`config.mk`:
```
export PLATFORM = sky130hd
export DESIGN_NAME = permutation_rank_sum
export DESIGN_NICKNAME = d
export VERILOG_FILES = /design/src/hdl/prs_pkg.sv /design/src/hdl/prs_ram.sv /design/src/hdl/prs_fifo.sv /design/src/hdl/prs_front.sv /design/src/hdl/prs_back.sv /design/src/hdl/permutation_rank_sum.sv
export SDC_FILE = /design/constraint.sdc
export NUM_CORES = 2
export LEC_CHECK = 0
export BUFFER_PORTS_ARGS = -buffer_cell sky130_fd_sc_hd__buf_2
export CAP_MARGIN = 20
export CORE_AREA = 8 8 319 321
export CTS_CLUSTER_SIZE = 16
export DETAILED_ROUTE_END_ITERATION = 10
export DIE_AREA = 0 0 327 329
export GPL_TIMING_DRIVEN = 1
export PLACE_DENSITY = 0.71
export SYNTH_ARGS = -nofsm -noshare
export SYNTH_HDL_FRONTEND = slang
export SYNTH_SLANG_ARGS = --single-unit
```
`constraint.sdc`:
```
create_clock -name clock -period 16.9 [get_ports clock]
set_input_delay 1.69 -clock clock [delete_from_list [all_inputs] [get_ports clock]]
set_output_delay 1.69 -clock clock [all_outputs]
set_load 0.005 [all_outputs]
```
`src/hdl/prs_pkg.sv`:
```
// prs_pkg: shared types and constants for the permutation rank sum block
// used by the front end, the back end and the top level; depends on nothing

package prs_pkg;

   // fixed field widths
   localparam int VAL_W      = 6;   // element value and digit width
   localparam int CNT_W      = 7;   // counts that must hold 64
   localparam int CHUNK_W    = 8;   // bits per popcount chunk
   localparam int CHUNK_CNT_W = 4;  // popcount of one chunk, 0..8
   localparam int REM_W      = 3;   // rank left over inside one chunk

   // queue between the front end and the back end
   localparam int Q_DEPTH = 4;
   localparam int QCNT_W  = $clog2(Q_DEPTH + 1);

   typedef logic [VAL_W-1:0] value_type;
   typedef logic [CNT_W-1:0] count_type;

   // one classified input word, handed from front end to back end
   typedef struct packed {
      logic [VAL_W-1:0] digit;     // saturated lehmer digit
      logic             phase_b;   // digit belongs to the second permutation
      logic             perm_end;  // last digit of its permutation
      logic             err;       // error seen so far in this batch
   } digit_word_type;

endpackage

```
`src/hdl/prs_ram.sv`:
```
// prs_ram: generic single write port, single read port ram with registered read
// no package dependencies

module prs_ram #(
   parameter int WIDTH = 6,
   parameter int DEPTH = 64
) (
   input  logic                     clock,
   input  logic                     wr_en,
   input  logic [$clog2(DEPTH)-1:0] wr_addr,
   input  logic [WIDTH-1:0]         wr_data,
   input  logic [$clog2(DEPTH)-1:0] rd_addr,
   output logic [WIDTH-1:0]         rd_data
);

   logic [WIDTH-1:0] mem_ff [DEPTH];
   logic [WIDTH-1:0] rd_data_ff;

   // write port and registered read port
   always_ff @(posedge clock) begin
      if (wr_en) begin
         mem_ff[wr_addr] <= wr_data;
      end
      rd_data_ff <= mem_ff[rd_addr];
   end

   assign rd_data = rd_data_ff;

endmodule

```
`src/hdl/prs_fifo.sv`:
```
// prs_fifo: small register queue that decouples the front end from the back end
// no package dependencies; width and depth come from the instantiating module

module prs_fifo #(
   parameter int WIDTH = 9,
   parameter int DEPTH = 4
) (
   input  logic                       clock,
   input  logic                       reset,
   input  logic                       wr_en,
   input  logic [WIDTH-1:0]           wr_data,
   input  logic                       rd_en,
   output logic [WIDTH-1:0]           rd_data,
   output logic                       empty,
   output logic [$clog2(DEPTH+1)-1:0] count
);

   localparam int PTR_W = (DEPTH > 1) ? $clog2(DEPTH) : 1;
   localparam int CW    = $clog2(DEPTH + 1);

   logic [WIDTH-1:0] slot_ff [DEPTH];
   logic [PTR_W-1:0] wr_ptr_ff, wr_ptr_in;
   logic [PTR_W-1:0] rd_ptr_ff, rd_ptr_in;
   logic [CW-1:0]    count_ff, count_in;
   logic             do_wr, do_rd;

   assign do_wr = wr_en && (count_ff != CW'(DEPTH));
   assign do_rd = rd_en && (count_ff != '0);

   // pointer and count updates
   always_comb begin
      wr_ptr_in = wr_ptr_ff;
      rd_ptr_in = rd_ptr_ff;
      count_in  = count_ff;
      if (do_wr) begin
         wr_ptr_in = (wr_ptr_ff == PTR_W'(DEPTH - 1)) ? '0 : wr_ptr_ff + 1'b1;
      end
      if (do_rd) begin
         rd_ptr_in = (rd_ptr_ff == PTR_W'(DEPTH - 1)) ? '0 : rd_ptr_ff + 1'b1;
      end
      if (do_wr && !do_rd) begin
         count_in = count_ff + 1'b1;
      end else if (do_rd && !do_wr) begin
         count_in = count_ff - 1'b1;
      end
   end

   always_ff @(posedge clock) begin
      if (reset) begin
         wr_ptr_ff <= '0;
         rd_ptr_ff <= '0;
         count_ff  <= '0;
      end else begin
         wr_ptr_ff <= wr_ptr_in;
         rd_ptr_ff <= rd_ptr_in;
         count_ff  <= count_in;
      end
   end

   // storage
   always_ff @(posedge clock) begin
      if (do_wr) begin
         slot_ff[wr_ptr_ff] <= wr_data;
      end
   end

   assign rd_data = slot_ff[rd_ptr_ff];
   assign empty   = (count_ff == '0);
   assign count   = count_ff;

endmodule

```
`src/hdl/prs_front.sv`:
```
// prs_front: accepts element words, tracks unused values and errors, and
// turns each element into a saturated lehmer digit; depends on prs_pkg

module prs_front
   import prs_pkg::*;
#(
   parameter int MAX_LEN = 64
) (
   input  logic           clock,
   input  logic           reset,
   input  logic           restart,
   input  count_type      len,
   input  logic           push,
   output logic           full,
   input  value_type      elem_value,
   input  logic [QCNT_W-1:0] q_count,
   output logic           q_push,
   output digit_word_type q_word
);

   localparam int CHUNKS = (MAX_LEN + CHUNK_W - 1) / CHUNK_W;
   localparam int PAD_W  = CHUNKS * CHUNK_W;

   function automatic logic [CHUNK_CNT_W-1:0] popcount8(input logic [CHUNK_W-1:0] bits);
      logic [CHUNK_CNT_W-1:0] acc;
      acc = '0;
      for (int b = 0; b < CHUNK_W; b++) begin
         acc = acc + CHUNK_CNT_W'(bits[b]);
      end
      return acc;
   endfunction

   // permutation tracking state
   logic [PAD_W-1:0] unused_ff, unused_in;
   count_type        idx_ff, idx_in;
   logic             phase_ff, phase_in;
   logic             err_ff, err_in;

   // registered stage: chunk counts of the masked unused map
   logic                   va_ff;
   logic [CHUNK_CNT_W-1:0] cnt_ff [CHUNKS];
   logic [CHUNK_CNT_W-1:0] cnt_in [CHUNKS];
   count_type              limit_ff, limit_in;
   logic                   phase_b_ff, end_ff, werr_ff;

   logic             take, oob, hit, err_now, end_now;
   count_type        below, idx_next;
   logic [PAD_W-1:0] masked;

   // space check counts the word still in the registered stage
   assign full = (q_count + QCNT_W'(va_ff)) >= QCNT_W'(Q_DEPTH);
   assign take = push && !full;

   // classify the incoming element
   always_comb begin
      oob = ({1'b0, elem_value} >= len);
      hit = 1'b0;
      for (int j = 0; j < PAD_W; j++) begin
         hit = hit | (unused_ff[j] & (elem_value == VAL_W'(j)));
      end
      below = oob ? len : {1'b0, elem_value};
      for (int j = 0; j < PAD_W; j++) begin
         masked[j] = unused_ff[j] & (CNT_W'(j) < below);
      end
      for (int c = 0; c < CHUNKS; c++) begin
         cnt_in[c] = popcount8(masked[c*CHUNK_W +: CHUNK_W]);
      end
      limit_in = len - CNT_W'(1) - idx_ff;
      err_now  = err_ff | oob | !hit;
      idx_next = idx_ff + 1'b1;
      end_now  = (idx_next == len);
   end

   // next state of the permutation tracker
   always_comb begin
      unused_in = unused_ff;
      idx_in    = idx_ff;
      phase_in  = phase_ff;
      err_in    = err_ff;
      if (restart) begin
         unused_in = '1;
         idx_in    = '0;
         phase_in  = 1'b0;
         err_in    = 1'b0;
      end else if (take) begin
         for (int j = 0; j < PAD_W; j++) begin
            unused_in[j] = unused_ff[j] & (elem_value != VAL_W'(j));
         end
         idx_in = idx_next;
         err_in = err_now;
         if (end_now) begin
            unused_in = '1;
            idx_in    = '0;
            phase_in  = !phase_ff;
            if (phase_ff) begin
               err_in = 1'b0;
            end
         end
      end
   end

   always_ff @(posedge clock) begin
      if (reset) begin
         unused_ff <= '1;
         idx_ff    <= '0;
         phase_ff  <= 1'b0;
         err_ff    <= 1'b0;
         va_ff     <= 1'b0;
      end else begin
         unused_ff <= unused_in;
         idx_ff    <= idx_in;
         phase_ff  <= phase_in;
         err_ff    <= err_in;
         va_ff     <= take && !restart;
      end
   end

   // payload of the registered stage
   always_ff @(posedge clock) begin
      if (take) begin
         cnt_ff     <= cnt_in;
         limit_ff   <= limit_in;
         phase_b_ff <= phase_ff;
         end_ff     <= end_now;
         werr_ff    <= err_now;
      end
   end

   // sum the chunk counts and saturate the digit
   count_type sum;
   always_comb begin
      sum = '0;
      for (int c = 0; c < CHUNKS; c++) begin
         sum = sum + CNT_W'(cnt_ff[c]);
      end
      q_word.digit    = (sum > limit_ff) ? limit_ff[VAL_W-1:0] : sum[VAL_W-1:0];
      q_word.phase_b  = phase_b_ff;
      q_word.perm_end = end_ff;
      q_word.err      = werr_ff;
   end

   assign q_push = va_ff;

endmodule

```
`src/hdl/prs_back.sv`:
```
// prs_back: stores lehmer digits, adds them in the factorial base and unranks
// the sum into the result words; depends on prs_pkg and prs_ram

module prs_back
   import prs_pkg::*;
#(
   parameter int MAX_LEN = 64
) (
   input  logic           clock,
   input  logic           reset,
   input  logic           restart,
   input  count_type      len,
   input  logic           q_empty,
   input  digit_word_type q_word,
   output logic           q_pop,
   output logic           empty,
   input  logic           pop,
   output value_type      result_value,
   output logic           last_flag,
   output logic           input_error
);

   localparam int CHUNKS = (MAX_LEN + CHUNK_W - 1) / CHUNK_W;
   localparam int PAD_W  = CHUNKS * CHUNK_W;
   localparam int IDX_W  = $clog2(MAX_LEN);

   typedef enum logic [2:0] {
      ST_LOAD,
      ST_ADD,
      ST_URD,
      ST_USEL,
      ST_UPICK
   } state_type;

   state_type              state_ff, state_in;
   count_type              pos_ff, pos_in;
   logic                   issue_ff, issue_in;
   logic                   rdv_ff, rdv_in;
   count_type              rdpos_ff, rdpos_in;
   logic                   carry_ff, carry_in;
   logic                   err_ff, err_in;
   logic [PAD_W-1:0]       avail_ff, avail_in;
   logic [CHUNK_CNT_W-1:0] cnt_ff [CHUNKS];
   logic [CHUNK_CNT_W-1:0] cnt_in [CHUNKS];
   logic [CHUNKS-1:0]      sel_ff, sel_in;
   logic [REM_W-1:0]       rem_ff, rem_in;
   logic                   out_valid_ff, out_valid_in;
   value_type              out_value_ff, out_value_in;
   logic                   out_last_ff, out_last_in;
   logic                   out_err_ff, out_err_in;

   // digit ram ports
   logic             wa_en, wb_en;
   logic [IDX_W-1:0] waddr, raddr;
   value_type        wdata, rdata_a, rdata_b;

   // first digits, later overwritten by the sum digits
   prs_ram #(.WIDTH(VAL_W), .DEPTH(MAX_LEN)) u_ram_a (
      .clock   (clock),
      .wr_en   (wa_en),
      .wr_addr (waddr),
      .wr_data (wdata),
      .rd_addr (raddr),
      .rd_data (rdata_a)
   );

   // second digits
   prs_ram #(.WIDTH(VAL_W), .DEPTH(MAX_LEN)) u_ram_b (
      .clock   (clock),
      .wr_en   (wb_en),
      .wr_addr (waddr),
      .wr_data (wdata),
      .rd_addr (raddr),
      .rd_data (rdata_b)
   );

   // factorial base digit add with one compare and subtract
   count_type sum_raw, radix, sum_red;
   logic      sum_ge;
   always_comb begin
      sum_raw = CNT_W'(rdata_a) + CNT_W'(rdata_b) + CNT_W'(carry_ff);
      radix   = len - rdpos_ff;
      sum_ge  = (sum_raw >= radix);
      sum_red = sum_ge ? (sum_raw - radix) : sum_raw;
   end

   // chunk holding the wanted unused value
   count_type         rem_walk;
   logic              found;
   logic [CHUNKS-1:0] sel_walk;
   always_comb begin
      rem_walk = CNT_W'(rdata_a);
      found    = 1'b0;
      sel_walk = '0;
      for (int c = 0; c < CHUNKS; c++) begin
         if (!found) begin
            if (rem_walk < CNT_W'(cnt_ff[c])) begin
               sel_walk[c] = 1'b1;
               found       = 1'b1;
            end else begin
               rem_walk = rem_walk - CNT_W'(cnt_ff[c]);
            end
         end
      end
   end

   // pick the wanted set bit inside the selected chunk
   logic [CHUNK_W-1:0] chunk_bits;
   value_type          chunk_base;
   logic [REM_W-1:0]   off, seen;
   logic               got;
   value_type          pick_value;
   always_comb begin
      chunk_bits = '0;
      chunk_base = '0;
      for (int c = 0; c < CHUNKS; c++) begin
         if (sel_ff[c]) begin
            chunk_bits = chunk_bits | avail_ff[c*CHUNK_W +: CHUNK_W];
            chunk_base = chunk_base | VAL_W'(c * CHUNK_W);
         end
      end
      off  = '0;
      seen = '0;
      got  = 1'b0;
      for (int b = 0; b < CHUNK_W; b++) begin
         if (chunk_bits[b] && !got) begin
            if (seen == rem_ff) begin
               off = REM_W'(b);
               got = 1'b1;
            end else begin
               seen = seen + 1'b1;
            end
         end
      end
      pick_value = chunk_base | VAL_W'(off);
   end

   logic      pop_fire, pick_fire, pick_last;
   count_type pos_inc;

   assign pop_fire  = pop && out_valid_ff;
   assign pick_fire = !out_valid_ff || pop_fire;
   assign pos_inc   = pos_ff + 1'b1;
   assign pick_last = (pos_inc == len);

   // sequencer: load digits, add pass, unrank pass
   always_comb begin
      state_in     = state_ff;
      pos_in       = pos_ff;
      issue_in     = issue_ff;
      rdv_in       = 1'b0;
      rdpos_in     = rdpos_ff;
      carry_in     = carry_ff;
      err_in       = err_ff;
      avail_in     = avail_ff;
      cnt_in       = cnt_ff;
      sel_in       = sel_ff;
      rem_in       = rem_ff;
      out_valid_in = out_valid_ff;
      out_value_in = out_value_ff;
      out_last_in  = out_last_ff;
      out_err_in   = out_err_ff;
      q_pop        = 1'b0;
      wa_en        = 1'b0;
      wb_en        = 1'b0;
      waddr        = pos_ff[IDX_W-1:0];
      wdata        = q_word.digit;
      raddr        = pos_ff[IDX_W-1:0];

      if (pop_fire) begin
         out_valid_in = 1'b0;
      end

      case (state_ff)
         // store digits as the front end delivers them
         ST_LOAD: begin
            if (!q_empty) begin
               q_pop = 1'b1;
               wa_en = !q_word.phase_b;
               wb_en = q_word.phase_b;
               pos_in = pos_inc;
               if (q_word.perm_end) begin
                  pos_in = '0;
                  if (q_word.phase_b) begin
                     err_in   = q_word.err;
                     pos_in   = len - CNT_W'(1);
                     issue_in = 1'b1;
                     carry_in = 1'b0;
                     state_in = ST_ADD;
                  end
               end
            end
            // a length write drops a partly loaded batch
            if (restart) begin
               pos_in   = '0;
               issue_in = 1'b0;
               state_in = ST_LOAD;
            end
         end

         // read one position per cycle, add it in the following cycle
         ST_ADD: begin
            rdv_in   = issue_ff;
            rdpos_in = pos_ff;
            if (issue_ff) begin
               if (pos_ff == '0) begin
                  issue_in = 1'b0;
               end else begin
                  pos_in = pos_ff - 1'b1;
               end
            end
            if (rdv_ff) begin
               wa_en    = 1'b1;
               waddr    = rdpos_ff[IDX_W-1:0];
               wdata    = sum_red[VAL_W-1:0];
               carry_in = sum_ge;
               if (rdpos_ff == '0) begin
                  pos_in   = '0;
                  state_in = ST_URD;
                  for (int j = 0; j < PAD_W; j++) begin
                     avail_in[j] = (CNT_W'(j) < len);
                  end
                  for (int c = 0; c < CHUNKS; c++) begin
                     if (len >= CNT_W'((c + 1) * CHUNK_W)) begin
                        cnt_in[c] = CHUNK_CNT_W'(CHUNK_W);
                     end else if (len > CNT_W'(c * CHUNK_W)) begin
                        cnt_in[c] = CHUNK_CNT_W'(len - CNT_W'(c * CHUNK_W));
                     end else begin
                        cnt_in[c] = '0;
                     end
                  end
               end
            end
         end

         // first sum digit read
         ST_URD: begin
            state_in = ST_USEL;
         end

         // choose the chunk of the wanted value
         ST_USEL: begin
            sel_in   = sel_walk;
            rem_in   = rem_walk[REM_W-1:0];
            state_in = ST_UPICK;
         end

         // emit the value, prefetch the next sum digit
         ST_UPICK: begin
            raddr = pos_inc[IDX_W-1:0];
            if (pick_fire) begin
               out_valid_in = 1'b1;
               out_value_in = pick_value;
               out_last_in  = pick_last;
               out_err_in   = err_ff;
               for (int j = 0; j < PAD_W; j++) begin
                  if (sel_ff[j / CHUNK_W] && (REM_W'(j % CHUNK_W) == off)) begin
                     avail_in[j] = 1'b0;
                  end
               end
               for (int c = 0; c < CHUNKS; c++) begin
                  cnt_in[c] = cnt_ff[c] - CHUNK_CNT_W'(sel_ff[c]);
               end
               if (pick_last) begin
                  pos_in   = '0;
                  state_in = ST_LOAD;
               end else begin
                  pos_in   = pos_inc;
                  state_in = ST_USEL;
               end
            end
         end

         default: begin
            state_in = ST_LOAD;
         end
      endcase
   end

   always_ff @(posedge clock) begin
      if (reset) begin
         state_ff     <= ST_LOAD;
         pos_ff       <= '0;
         issue_ff     <= 1'b0;
         rdv_ff       <= 1'b0;
         out_valid_ff <= 1'b0;
      end else begin
         state_ff     <= state_in;
         pos_ff       <= pos_in;
         issue_ff     <= issue_in;
         rdv_ff       <= rdv_in;
         out_valid_ff <= out_valid_in;
      end
      rdpos_ff     <= rdpos_in;
      carry_ff     <= carry_in;
      err_ff       <= err_in;
      avail_ff     <= avail_in;
      cnt_ff       <= cnt_in;
      sel_ff       <= sel_in;
      rem_ff       <= rem_in;
      out_value_ff <= out_value_in;
      out_last_ff  <= out_last_in;
      out_err_ff   <= out_err_in;
   end

   assign empty        = !out_valid_ff;
   assign result_value = out_value_ff;
   assign last_flag    = out_last_ff;
   assign input_error  = out_err_ff;

endmodule

```
`src/hdl/permutation_rank_sum.sv`:
```
// permutation_rank_sum: top level, length register and the front/queue/back chain
// depends on prs_pkg, prs_front, prs_fifo, prs_back (and prs_ram through prs_back)
//
//   port group  direction  handshake          payload
//   req_        in         push / full        req_elem_value
//   rsp_        out        empty / pop        rsp_result_value, rsp_last_flag,
//                                             rsp_input_error
//   csr_        in         csr_wr_en          csr_wr_data (permutation length)
//
// the front end takes one word per cycle while full is low; its digit goes through
// one register and a four word queue, so a full back end stalls input only once
// the queue fills. after the last word of the second permutation the back end runs
// the factorial base add (one ram read port), the first sum digit read and then the
// unrank search for each result word; a batch is 2n input words.
// reset is synchronous; no clearing pass, the digit rams are written before read.
// a length write restarts loading and empties the digit queue.
// a result word waits in the output register while pop is low; unranking then
// holds, while the front end keeps loading the next batch until the queue is full.

module permutation_rank_sum
   import prs_pkg::*;
#(
   parameter int MAX_LEN = 64
) (
   input  logic       clock,
   input  logic       reset,
   input  logic       push,
   output logic       full,
   input  value_type  req_elem_value,
   output logic       empty,
   input  logic       pop,
   output value_type  rsp_result_value,
   output logic       rsp_last_flag,
   output logic       rsp_input_error,
   input  logic       csr_wr_en,
   input  count_type  csr_wr_data
);

   localparam int WORD_W = $bits(digit_word_type);

   // effective permutation length, kept in range 1..MAX_LEN
   count_type len_ff, len_in;
   always_comb begin
      len_in = len_ff;
      if (csr_wr_en) begin
         if (csr_wr_data == '0) begin
            len_in = CNT_W'(1);
         end else if (csr_wr_data > CNT_W'(MAX_LEN)) begin
            len_in = CNT_W'(MAX_LEN);
         end else begin
            len_in = csr_wr_data;
         end
      end
   end

   always_ff @(posedge clock) begin
      if (reset) begin
         len_ff <= CNT_W'(MAX_LEN);
      end else begin
         len_ff <= len_in;
      end
   end

   logic              q_push, q_pop, q_empty, q_flush;
   digit_word_type    q_wr_word, q_rd_word;
   logic [WORD_W-1:0] q_rd_bits;
   logic [QCNT_W-1:0] q_count;

   // a length write drops any queued digits
   assign q_flush = reset || csr_wr_en;

   // element intake and digit generation
   prs_front #(.MAX_LEN(MAX_LEN)) u_front (
      .clock      (clock),
      .reset      (reset),
      .restart    (csr_wr_en),
      .len        (len_ff),
      .push       (push),
      .full       (full),
      .elem_value (req_elem_value),
      .q_count    (q_count),
      .q_push     (q_push),
      .q_word     (q_wr_word)
   );

   // digit queue
   prs_fifo #(.WIDTH(WORD_W), .DEPTH(Q_DEPTH)) u_fifo (
      .clock   (clock),
      .reset   (q_flush),
      .wr_en   (q_push),
      .wr_data (q_wr_word),
      .rd_en   (q_pop),
      .rd_data (q_rd_bits),
      .empty   (q_empty),
      .count   (q_count)
   );

   assign q_rd_word = digit_word_type'(q_rd_bits);

   // digit storage, rank add and unrank
   prs_back #(.MAX_LEN(MAX_LEN)) u_back (
      .clock        (clock),
      .reset        (reset),
      .restart      (csr_wr_en),
      .len          (len_ff),
      .q_empty      (q_empty),
      .q_word       (q_rd_word),
      .q_pop        (q_pop),
      .empty        (empty),
      .pop          (pop),
      .result_value (rsp_result_value),
      .last_flag    (rsp_last_flag),
      .input_error  (rsp_input_error)
   );

endmodule
```
==> impl_metrics.ini <==
[sta]
fin_tns_setup_ps = 0
max_slew.worst_pin.slew_ps = 1170
setup_viol = 0
skew_ps = 70.8
hold_viol = 0
finalWorstPathRequiredPeriod_ps = 15480
fmax_mhz = 64.6
period_share_pct = 91.6
max-slew-margin-rel_pct = 21.9
worst_slack_ps = 1420
rsz0062_at_grt = false
maxSlewViolCount = 0

[critical_path]
worstPathArrival_ps = 15930
critPathMaxStageDelay_ps = 430
cp_max_fo = 9
cp_top_family = compound AO/OA/AOI/OAI gates
slowest_stage = mux2_2
crit_type = reg -> reg
required_ps = 17360
cp-start-kind = flop
crit_buf_inv = 6
critPathCaptureType = flop

[clocking]
cts_num_sinks = 1085
h-tree-depth = 3
cts_tree = done
clockBufferDepth = 3
postCtsHoldBufs = 0
cts.clk_slew.worst_paths_ps = 60
cts_setup_buffers = 0
root_buffer = clkbuf_16
clock_latency_ps = 720
numCtsBuffers = 108

[synth]
synthCells = 3663
ys.flop_type = edfxtp_1
ys_seq_elements = 1085
synth_area_sq_mm = 0.0519
synth-edff-count = 970
seq_area_frac_synth_pct = 60.6
synthTopCellsByArea = edfxtp_1 56%, mux4_2 11%, dfxtp_1 4.4%
synth_top_area_cell = edfxtp_1
yosysTopAreaCellShare_pct = 56.2
yosys.cell_types.count = 107
syn_nets = 3889
async_flop_share_pct = 0
yosysWarnings = 0
avgSynthCellArea_sq_um = 14.2

[drt]
drt-initial-drc-count = 3767
drc_errors = 0
via_per_inst = 6.29
wl_microns = 124000
wl_per_cell_microns = 24.6
via_count = 31889
ant_nets = 0
firstDrtPassIters = 6

[final_layout]
antennaDiodeCount = 0
layout-drive-gt1-share_pct = 15.6
mostFrequentLayoutCells = 970 x edfxtp_1, 341 x nor2_1, 261 x mux4_2, 226 x a21oi_1, 225 x inv_1
fin_nets = 3910
layout.cells.most_common = edfxtp_1
area_growth_pct = 10.1
n_fill_cell = 7395

[floorplanning]
die-area_sq_mm = 0.108
core_sq_mm = 0.0971
die_w_microns = 327
die_y_microns = 329
num_io_pins = 28
initial_core_util_pct = 53.4
rows = 115

[worst_hold_path]
hold_class = reg -> reg

[global_route]
overflow = 0
grt_max_degree = 118
grt_pass1_wl_microns = 191000
grt.total_usage_pct = 22.9
antenna_found_initial = 1
grt_pass1_vias = 31362

[place]
hpwl_microns = 79900
dp_slack_ps = 982
finalWeightedCongestion = 0.932
port_buffers = 27

[status]
status = complete, no violations

[job]
cap_violations = 0
layer usage:
layer | vias up | track usage [%] | wire (microns) | share of wire [%]
li1 | 14016 | - | - | -
met5 | - | 0 | 0 | 0
met3 | 285 | 3.80 | 10500 | 8.4
met1 | 15984 | 32.1 | 50400 | 41
met2 | 1604 | 36.8 | 59100 | 48
met4 | 0 | 7.86 | 4440 | 3.6
worst register-to-register path: cells and delay by family (launching register included):
family,cells,cell delay (ps)
fa+ha+maj,8,2300
buf+inv,6,570
simple gates,22,4250
compound gates,30,7010
mux,3,790
flops,1,360
layout make-up:
type,count,area (sq um),area share [%]
inverters,229,860,1.51
flip-flops and latches,1085,31400,55.0
multi-input cells,2181,19100,33.4
repair buffers,79,571,0.999
clock inverters,69,648,1.14
well taps,1287,1610,2.82
clock buffers,136,2910,5.10
sequential cells by signal, indices dropped and copies added (netlist names), 2 cells and up, named ones only:
register / flops
len_ff: 7
u_back.state_ff: 3
u_fifo.rd_ptr_ff: 2
u_back.result_value: 6
u_back.cnt_ff: 32
u_front.unused_ff: 64
u_back.rem_ff: 3
u_fifo.count: 3
u_fifo.slot_ff: 36
u_front.limit_ff: 7
u_front.idx_ff: 7
u_back.u_ram_a.mem_ff: 384
u_fifo.wr_ptr_ff: 2
u_back.avail_ff: 64
u_back.u_ram_a.rd_data: 6
u_back.sel_ff: 8
u_front.cnt_ff: 32
u_back.u_ram_b.rd_data: 6
u_back.pos_ff: 7
u_back.u_ram_b.mem_ff: 384
u_back.rdpos_ff: 7
stage by stage:
step                      area [sq um]  utilization [%]  hold slack [ps]  std cells
after CTS                        57000             58.7              447       5061
after global routing             57100             58.8              440       5066
after floorplan                  51900                -              400       3663
after detailed placement         53500             55.0              458       4856
final                            57100             58.8              455       5066
after global placement           53400             55.0              453       4855
final timing paths:
check	from	end	slack (ps)	cells past startpoint
max	u_back.cnt_ff[30]	u_back.rem_ff[1]	1420	69
min	u_back.err_ff	u_back.input_error	450	0
max reg2reg	u_back.cnt_ff[30]	u_back.rem_ff[1]	1420	69
min reg2reg	u_back.err_ff	u_back.input_error	450	0
repair_timing:
item	in CTS	in global routing
resized for setup	0	4
hold endpoints to repair	0	0
endpoints found under the setup margin	0	4
cell usage after synthesis, drive strengths merged (7+ instances only):
cell     count
nor2       343
o21a        16
clkbuf     122
a22o         7
o211ai      26
inv        229
a211oi      21
o21bai       9
a21boi       8
nor2b       36
mux2        15
o22ai       21
dfxtp      115
o211a        8
a21o        33
buf         46
o21ai      166
mux4       261
or2         14
and3        15
nand4       26
nor4         8
ha         143
o31ai       11
xor2        32
fa          65
a31oi       12
nand2      222
a221oi       9
a2bb2oi      7
nand3       77
a22oi       46
o22a        12
edfxtp     970
xnor2       86
or3         15
a21oi      232
mux2i       23
nand2b      25
and2        25
nor3        33
cells by family after synthesis:
kind of cell               share of synthesized area (%)
and+or+nand+nor                                     7.63
xor gates and xnor gates                            2.19
buffers and inverters                               2.92
muxes                                               12.1
AOI/OAI and AO/OA                                   8.55
DFF                                                 60.6
other                                            0.00723
adders and majority gates                           5.98
Power is left out: the tool's default activity adds up to more than one toggle a clock period on the data nets, which glitch-free logic cannot reach.
